--- config.mk ---
export PLATFORM = sky130hd
export DESIGN_NAME = ppi_response_frame_receiver_flat
export DESIGN_NICKNAME = d
export VERILOG_FILES = /design/src/sv/prfr_pkg.sv /design/src/sv/prfr_if.sv /design/src/sv/ppi_response_frame_receiver.sv /design/src/flat_wrapper.sv
export SDC_FILE = /design/constraint.sdc
export NUM_CORES = 1
export LEC_CHECK = 0
export BUFFER_PORTS_ARGS = -buffer_cell sky130_fd_sc_hd__buf_2
export CAP_MARGIN = 20
export CORE_AREA = 2 2 107 109
export DETAILED_ROUTE_END_ITERATION = 10
export DIE_AREA = 0 0 109 111
export PLACE_DENSITY = 0.78
export SYNTH_ARGS = -nofsm -noshare
export SYNTH_HDL_FRONTEND = slang
export SYNTH_SLANG_ARGS = --single-unit
--- constraint.sdc ---
create_clock -name clk_i -period 5.8 [get_ports clk_i]
set_clock_uncertainty 0.2 [all_clocks]
set_input_delay 0.29 -clock clk_i [delete_from_list [all_inputs] [get_ports clk_i]]
set_output_delay 0.29 -clock clk_i [all_outputs]
set_load 0.005 [all_outputs]
--- src/sv/prfr_pkg.sv ---
// shared types and codes for the response frame receiver
package prfr_pkg;

  typedef logic [7:0] byte_t;
  typedef logic [8:0] len_t;
  typedef logic [1:0] fill_t;

  typedef enum logic {
    KIND_BYTE    = 1'b0,
    KIND_TIMEOUT = 1'b1
  } kind_e;

  typedef enum logic [1:0] {
    EV_REQ     = 2'd0,
    EV_PAYLOAD = 2'd1,
    EV_STATUS  = 2'd2
  } event_e;

  typedef enum logic [1:0] {
    ST_OK      = 2'd0,
    ST_BAD_END = 2'd1,
    ST_FCS_ERR = 2'd2,
    ST_TIMEOUT = 2'd3
  } status_e;

  typedef enum logic {
    CFG_END_BYTE = 1'b0,
    CFG_ACK_BYTE = 1'b1
  } cfg_idx_e;

  localparam byte_t EndByteReset = 8'h16;
  localparam byte_t AckByteReset = 8'hE5;
  localparam len_t  LenOverhead  = 9'd6;
  localparam len_t  HdrBytes     = 9'd4;
  localparam len_t  TrailBytes   = 9'd2;
  localparam fill_t WinFull      = 2'd3;

endpackage

--- src/sv/prfr_if.sv ---
// word channels: received byte or timeout tick in, result word out
interface prfr_in_if import prfr_pkg::*; ();
  logic  valid;
  logic  ready;
  logic  kind;
  byte_t rx_byte;

  modport source (output valid, output kind, output rx_byte, input ready);
  modport sink (input valid, input kind, input rx_byte, output ready);
endinterface

interface prfr_out_if import prfr_pkg::*; ();
  logic       valid;
  logic       ready;
  logic [1:0] event_res;
  byte_t      payload_byte;
  logic       toggle_bit;
  logic [1:0] status;
  len_t       frame_length;
  logic       last;

  modport source (output valid, output event_res, output payload_byte, output toggle_bit,
                  output status, output frame_length, output last, input ready);
  modport sink (input valid, input event_res, input payload_byte, input toggle_bit,
                input status, input frame_length, input last, output ready);
endinterface

--- src/sv/ppi_response_frame_receiver.sv ---
// variable-length response frame receiver
//
// rx_i takes one word per cycle: a received byte (kind 0) or a receive
// timeout tick (kind 1). res_o gives at most one result word per input word:
// a request-data event with its toggle bit (acknowledge byte while hunting),
// a payload byte, or a status word: frame end with the frame length, or timeout.
// A result is registered and is on res_o in the cycle after its input word is taken.
// Throughput: one input word per cycle, set by the single output register;
// rx_i.ready is high whenever that register is empty or being read out.
// When the receiver stalls res_o, the pending result holds and rx_i.ready
// drops until it is taken.
// Reset: hunting for a header with an empty window, request toggle at 1,
// end byte 0x16 and acknowledge byte 0xE5; the output register is empty.
// cfg_we_i writes cfg_wdata_i to the register cfg_idx_i selects (0 end byte,
// 1 acknowledge byte) and is meant for idle periods only.
module ppi_response_frame_receiver import prfr_pkg::*; (
  input  logic       clk_i,
  input  logic       rst_ni,
  input  logic       cfg_we_i,
  input  logic       cfg_idx_i,
  input  byte_t      cfg_wdata_i,
  prfr_in_if.sink    rx_i,
  prfr_out_if.source res_o
);

  byte_t end_byte_q, ack_byte_q;

  byte_t win_q [3];
  byte_t win_d [3];
  fill_t fill_q, fill_d;
  logic  in_frame_q, in_frame_d;
  len_t  total_q, total_d;
  len_t  pos_q, pos_d;
  byte_t sum_q, sum_d;
  byte_t fcs_q, fcs_d;
  logic  toggle_q, toggle_d;

  logic    out_valid_q;
  event_e  ev_q, ev_d;
  byte_t   pay_q, pay_d;
  logic    tog_q, tog_d;
  status_e st_q, st_d;
  len_t    len_q, len_d;
  logic    has_res;
  logic    in_fire;
  byte_t   b;

  assign rx_i.ready = !out_valid_q || res_o.ready;
  assign in_fire    = rx_i.valid && rx_i.ready;
  assign b          = rx_i.rx_byte;

  // config registers
  always_ff @(posedge clk_i or negedge rst_ni) begin
    if (!rst_ni) begin
      end_byte_q <= EndByteReset;
      ack_byte_q <= AckByteReset;
    end else if (cfg_we_i) begin
      unique case (cfg_idx_e'(cfg_idx_i))
        CFG_END_BYTE: end_byte_q <= cfg_wdata_i;
        CFG_ACK_BYTE: ack_byte_q <= cfg_wdata_i;
        default: ;
      endcase
    end
  end

  always_comb begin
    win_d      = win_q;
    fill_d     = fill_q;
    in_frame_d = in_frame_q;
    total_d    = total_q;
    pos_d      = pos_q;
    sum_d      = sum_q;
    fcs_d      = fcs_q;
    toggle_d   = toggle_q;
    has_res    = 1'b0;
    ev_d       = EV_REQ;
    pay_d      = '0;
    tog_d      = 1'b0;
    st_d       = ST_OK;
    len_d      = '0;

    if (kind_e'(rx_i.kind) == KIND_TIMEOUT) begin
      has_res = 1'b1;
      ev_d    = EV_STATUS;
      st_d    = ST_TIMEOUT;
    end else if (!in_frame_q) begin
      if (b == ack_byte_q) begin
        has_res  = 1'b1;
        ev_d     = EV_REQ;
        tog_d    = toggle_q;
        toggle_d = !toggle_q;
        fill_d   = '0;
        win_d    = '{default: '0};
      end else if (fill_q != WinFull) begin
        win_d[fill_q] = b;
        fill_d        = fill_q + fill_t'(1);
      end else if (win_q[0] == b && win_q[1] == win_q[2]) begin
        in_frame_d = 1'b1;
        total_d    = {1'b0, win_q[1]} + LenOverhead;
        pos_d      = HdrBytes;
        sum_d      = '0;
        fcs_d      = '0;
      end else begin
        // slide the header window
        win_d[0] = win_q[1];
        win_d[1] = win_q[2];
        win_d[2] = b;
      end
    end else if (pos_q + TrailBytes < total_q) begin
      has_res = 1'b1;
      ev_d    = EV_PAYLOAD;
      pay_d   = b;
      sum_d   = sum_q + b;
      pos_d   = pos_q + len_t'(1);
    end else if (pos_q + TrailBytes == total_q) begin
      fcs_d = b;
      pos_d = pos_q + len_t'(1);
    end else begin
      has_res = 1'b1;
      ev_d    = EV_STATUS;
      len_d   = total_q;
      priority if (b != end_byte_q) st_d = ST_BAD_END;
      else if (fcs_q != sum_q)      st_d = ST_FCS_ERR;
      else                          st_d = ST_OK;
    end

    // any status word sends the block back to hunting
    if (has_res && ev_d == EV_STATUS) begin
      in_frame_d = 1'b0;
      fill_d     = '0;
      win_d      = '{default: '0};
      total_d    = '0;
      pos_d      = '0;
      sum_d      = '0;
      fcs_d      = '0;
      toggle_d   = 1'b1;
    end
  end

  always_ff @(posedge clk_i or negedge rst_ni) begin
    if (!rst_ni) begin
      win_q      <= '{default: '0};
      fill_q     <= '0;
      in_frame_q <= 1'b0;
      total_q    <= '0;
      pos_q      <= '0;
      sum_q      <= '0;
      fcs_q      <= '0;
      toggle_q   <= 1'b1;
    end else if (in_fire) begin
      win_q      <= win_d;
      fill_q     <= fill_d;
      in_frame_q <= in_frame_d;
      total_q    <= total_d;
      pos_q      <= pos_d;
      sum_q      <= sum_d;
      fcs_q      <= fcs_d;
      toggle_q   <= toggle_d;
    end
  end

  // output register
  always_ff @(posedge clk_i or negedge rst_ni) begin
    if (!rst_ni) begin
      out_valid_q <= 1'b0;
    end else if (in_fire) begin
      out_valid_q <= has_res;
    end else if (res_o.ready) begin
      out_valid_q <= 1'b0;
    end
  end

  always_ff @(posedge clk_i) begin
    if (in_fire && has_res) begin
      ev_q  <= ev_d;
      pay_q <= pay_d;
      tog_q <= tog_d;
      st_q  <= st_d;
      len_q <= len_d;
    end
  end

  assign res_o.valid        = out_valid_q;
  assign res_o.event_res    = ev_q;
  assign res_o.payload_byte = pay_q;
  assign res_o.toggle_bit   = tog_q;
  assign res_o.status       = st_q;
  assign res_o.frame_length = len_q;
  assign res_o.last         = (ev_q == EV_STATUS);

  // inside a frame the position stays between the header and the end byte
  a_pos_range: assert property (@(posedge clk_i) disable iff (!rst_ni)
    in_frame_q |-> (pos_q >= HdrBytes && pos_q < total_q))
    else $error("byte position out of frame");

  // a status word leaves the block hunting with the toggle set
  a_status_hunt: assert property (@(posedge clk_i) disable iff (!rst_ni)
    (in_fire && has_res && ev_d == EV_STATUS) |=> (!in_frame_q && toggle_q && fill_q == '0))
    else $error("no return to hunting after status");

  // each request-data event flips the toggle
  a_req_toggle: assert property (@(posedge clk_i) disable iff (!rst_ni)
    (in_fire && has_res && ev_d == EV_REQ) |=> (toggle_q != $past(toggle_q)))
    else $error("request toggle did not flip");

  // a request-data event only comes while hunting
  a_req_hunting: assert property (@(posedge clk_i) disable iff (!rst_ni)
    (in_fire && has_res && ev_d == EV_REQ) |-> !in_frame_q)
    else $error("request event inside a frame");

endmodule
--- src/flat_wrapper.sv ---
// flat-port wrapper written by rule: the top's interface ports become plain ports
module ppi_response_frame_receiver_flat import prfr_pkg::*;
  (clk_i, rst_ni, cfg_we_i, cfg_idx_i, cfg_wdata_i, rx_i_valid, rx_i_kind, rx_i_rx_byte, rx_i_ready, res_o_valid, res_o_event_res, res_o_payload_byte, res_o_toggle_bit, res_o_status, res_o_frame_length, res_o_last, res_o_ready);
  prfr_in_if rx_i_i ();
  prfr_out_if res_o_i ();
  input  logic clk_i;
  input  logic rst_ni;
  input  logic cfg_we_i;
  input  logic cfg_idx_i;
  input  byte_t cfg_wdata_i;
  input wire logic [$bits(rx_i_i.valid)-1:0] rx_i_valid;
  input wire logic [$bits(rx_i_i.kind)-1:0] rx_i_kind;
  input wire logic [$bits(rx_i_i.rx_byte)-1:0] rx_i_rx_byte;
  output wire logic [$bits(rx_i_i.ready)-1:0] rx_i_ready;
  output wire logic [$bits(res_o_i.valid)-1:0] res_o_valid;
  output wire logic [$bits(res_o_i.event_res)-1:0] res_o_event_res;
  output wire logic [$bits(res_o_i.payload_byte)-1:0] res_o_payload_byte;
  output wire logic [$bits(res_o_i.toggle_bit)-1:0] res_o_toggle_bit;
  output wire logic [$bits(res_o_i.status)-1:0] res_o_status;
  output wire logic [$bits(res_o_i.frame_length)-1:0] res_o_frame_length;
  output wire logic [$bits(res_o_i.last)-1:0] res_o_last;
  input wire logic [$bits(res_o_i.ready)-1:0] res_o_ready;
  assign rx_i_i.valid = rx_i_valid;
  assign rx_i_i.kind = rx_i_kind;
  assign rx_i_i.rx_byte = rx_i_rx_byte;
  assign rx_i_ready = rx_i_i.ready;
  assign res_o_valid = res_o_i.valid;
  assign res_o_event_res = res_o_i.event_res;
  assign res_o_payload_byte = res_o_i.payload_byte;
  assign res_o_toggle_bit = res_o_i.toggle_bit;
  assign res_o_status = res_o_i.status;
  assign res_o_frame_length = res_o_i.frame_length;
  assign res_o_last = res_o_i.last;
  assign res_o_i.ready = res_o_ready;
  ppi_response_frame_receiver u_core (.clk_i(clk_i), .rst_ni(rst_ni), .cfg_we_i(cfg_we_i), .cfg_idx_i(cfg_idx_i), .cfg_wdata_i(cfg_wdata_i), .rx_i(rx_i_i), .res_o(res_o_i));
endmodule
==> key figures <==
Job
  – Max_cap viols: 0

Min path
  – HP Start: rx_i_rx_byte[5]
  – Hold path depth: 3
  – Worst Hold End: u_core.fcs_q[5]$_DFFE_PN0P_
  – Worst min-delay path category: input pin to flop

Logic synthesis
  – Cell taking the most area after synthesis: dfrtp_1
  – Yosys cell types: 59
  – Post-synthesis register bit count: 101
  – Top FF cell, synth: dfrtp_1
  – Number of flops mapped to enable cells by yosys: 22
  – Synth Warn #: 0
  – Count leader, synth: dfrtp_1
  – Syn Inst Count: 527
  – Post-synth top area share: 30.84%
  – Syn_area_per_cell: 10.78 µm²
  – Syn nets: 574
  – Area contributors post-synth: dfrtp_1, edfxtp_1, mux2_2
  – Mapped cell area: 0.005679 mm²
  – Post-synth top cells: dfrtp_1, nand2_1, xor2_1, mux2_2, inv_1
  – Register area share after synthesis: ~47%
  – Async SR Flop Fraction: around four fifths

Global route
  – GRT overflow: 0
  – Gr usage total: approximately 22%
  – Largest net degree at the start of global routing: 80
  – Number of global-route vias before repair: 4047
  – First-pass GRT wire length: 20520 µm
  – Initial antenna violation count: 0

Layout
  – Layout cell share with drive strength beyond 1: ~21%
  – FF+latch area: 0.002649 mm²
  – Area of the multi-input gates: 0.002770 mm²
  – Final core utilization: 57.47%
  – # diodes: 0
  – Layout net count: 611
  – Layout fillers: roughly 910
  – Final non-filler cell total: just over 700
  – Design area: 0.006366 mm²
  – Area grow syn2layout: 12.10%

Critical path
  – Setup crit end kind: flop
  – CP dominant cell by count: nand3_1
  – Slowest-stage cell, CP: a211oi_4
  – Critical path class: flop to flop
  – Reg-to-reg endpoint: u_core.win_q[13]$_DFFE_PN0P_
  – Slowest stage delay, CP: 680 ps
  – Critical path launch point: u_core.pos_q[3]$_DFFE_PN0P_
  – Max FO, Critical Path: 17
  – Worst reg-to-reg setup slack: about 1600 ps
  – Reg2reg start: u_core.pos_q[3]$_DFFE_PN0P_
  – Reg2reg path depth: 12
  – Startpoint Class: flop
  – Worst EP required: 5880 ps
  – Worst-path cell chain: nand3_1, nor2_1, nand3_1, xnor2_1, ha_1, and4_4, and3b_1, a2111o_1, a211oi_4, and2_1, a32o_1, mux2_2
  – CP arrival: roughly 4300 ps

STA
  – Worst-Margin Slew: 979.7 ps
  – Hold Fails Final Rpt: 0
  – Peak Freq: about 0.24 GHz
  – Slew margin rel.: 34.69%
  – RSZ-0062 raised after global routing: false
  – Period minus WS final: 4173 ps
  – Setup TNS: 0 ps
  – Tcrit/Tclk final: between 70% and 80%
  – # setup viols final: 0
  – Hold Slack: 106.7 ps
  – Slew Viols, Final: 0
  – Worst Setup Slack, final: roughly 1600 ps

Routing
  – Drt drc: 0
  – Via count: 4158
  – First-pass iteration count of the detailed router: 5
  – Avg WL per Cell: 17.48 µm
  – Post-route ant nets: 0
  – Initial DRC Count: roughly 310
  – Post-Route WL: 12440 µm
  – Vias/cell: slightly below 6

Clocking
  – CTS Buf Count: 9
  – CTS resizes: 0
  – Clock transition at the registers of the reported paths: 70 ps
  – Clock latency on the worst-skew pair: between 300 and 400 ps
  – Clock Root Buffer: clkbuf_16
  – H-tree depth: 3
  – Clock sinks: 101
  – Max clock buf depth: 2
  – Post-CTS Setup Bufs: 0
  – CTS tree: built

Die
  – Die width: 109 µm
  – Die Span Y: between 100 and 150 µm
  – Core area: 0.01108 mm²
  – Boundary pin count: 48
  – Cell Rows: 39
  – Die area: 0.01210 mm²
  – Initial core utilization: between 50% and 60%

Placement
  – Cells after DPL: between 600 and 700
  – Routability cong.: 0.9088
  – IO buf count: 47
  – Dpl hpwl: 8721 µm
  – Dpl ws: 1745 ps
  – Cell area after placement: 0.005948 mm²

Pwr
  – Total power: 2.459 mW
  – Static leakage: 2.816 nW
  – VDD IR-drop max: 0.1720 mV
  – P per Cell Area: 386.3 mW/mm²

Status
  – Run status: complete, no violations
-- worst max-delay path, delay by kind of cell (launching register included) --
family          cells  cell delay [ps]
simple gates        6             1550
compound gates      3             1300
flops               1              470
fa+ha+maj           1              300
xor+xnor            1              150
mux                 1              140
-- cells by family (layout without fill, tap and decap cells) --
group / after synthesis / in the layout / synth area share (%)
buffers and inverters: 59 / 101 / 4.847
flip-flops: 101 / 101 / 46.64
AO/OA/AOI/OAI: 95 / 95 / 13.06
XOR/XNOR: 57 / 57 / 8.791
AND/OR/NAND/NOR: 151 / 151 / 13.40
adder cells (fa/ha/maj): 24 / 24 / 5.420
multiplexers: 40 / 40 / 7.843
-- where the power goes --
part / switching [mW] / internal [mW]
Clock: 0.258 / 0.361
Sequential: 0.129 / 0.872
Combinational: 0.490 / 0.349
-- layout make-up --
cell class                 count  area share (%)
multi-input combinational    367           43.51
sequential                   101           41.61
timing repair buffer          59           5.621
clock buffer                  12           4.029
tap                          143           2.811
inverter                      26           1.533
clock inverter                 4          0.8844
-- state kept, by name, indices dropped and copies added (netlist names) --
register and count:
u_core.ack_byte_q 8, u_core.end_byte_q 8, u_core.fcs_q 8, u_core.fill_q 2, u_core.in_frame_q 1, u_core.pos_q 9
u_core.res_o.event_res 2, u_core.res_o.frame_length 9, u_core.res_o.payload_byte 8, u_core.res_o.status 2, u_core.res_o.toggle_bit 1, u_core.res_o.valid 1
u_core.sum_q 8, u_core.toggle_q 1, u_core.total_q 9, u_core.win_q 24
-- how the worst max path moves through the flow --
stage | endpoint | slack (ps) | cells after the start
after floorplan | u_core.res_o.event_res[0]$_DFFE_PP_ | 1910 | 12
after global placement | u_core.win_q[11]$_DFFE_PN0P_ | 1900 | 13
after detailed placement | u_core.win_q[14]$_DFFE_PN0P_ | 1740 | 12
after CTS | u_core.win_q[14]$_DFFE_PN0P_ | 1650 | 12
after global routing | u_core.win_q[14]$_DFFE_PN0P_ | 1370 | 12
final | u_core.win_q[13]$_DFFE_PN0P_ | 1630 | 12
-- layout by cell type, fill, tap and decap left out, drive strengths merged, types with 2 or more instances in the layout --
master / count
ha: 23
nand4: 4
and4: 2
edfxtp: 22
mux2i: 4
nand2: 48
o31ai: 8
xor2: 37
nor2: 24
clkbuf: 12
o21ai: 35
a32oi: 2
buf: 50
nand3: 20
and2: 6
xnor2: 20
nor4: 16
mux2: 36
dfrtp: 70
a211oi: 4
a21oi: 9
a22o: 5
clkinv: 2
and3: 17
dlygate4sd3: 9
o41ai: 5
dfstp: 9
a32o: 13
inv: 27
nand2b: 2
o21bai: 3
nor2b: 3
a21o: 3
nor3: 4
-- routing by layer --
metal  up-vias  global-route usage [%]  wire length, µm  share of wire (%)
li1       1955                       -                -                  -
met1      2038                   29.09             5316                 43
met2       140                   34.70             6044                 49
met3        25                   4.997              748                6.0
met4         0                   8.462              333                2.7
met5         -                       0                0                  0
-- what timing repair did --
item,in CTS,in global routing
hold buffers,6,3
hold endpoints to repair,78,3
setup endpoints to repair,0,0
Power figures use the tool's default switching activity.
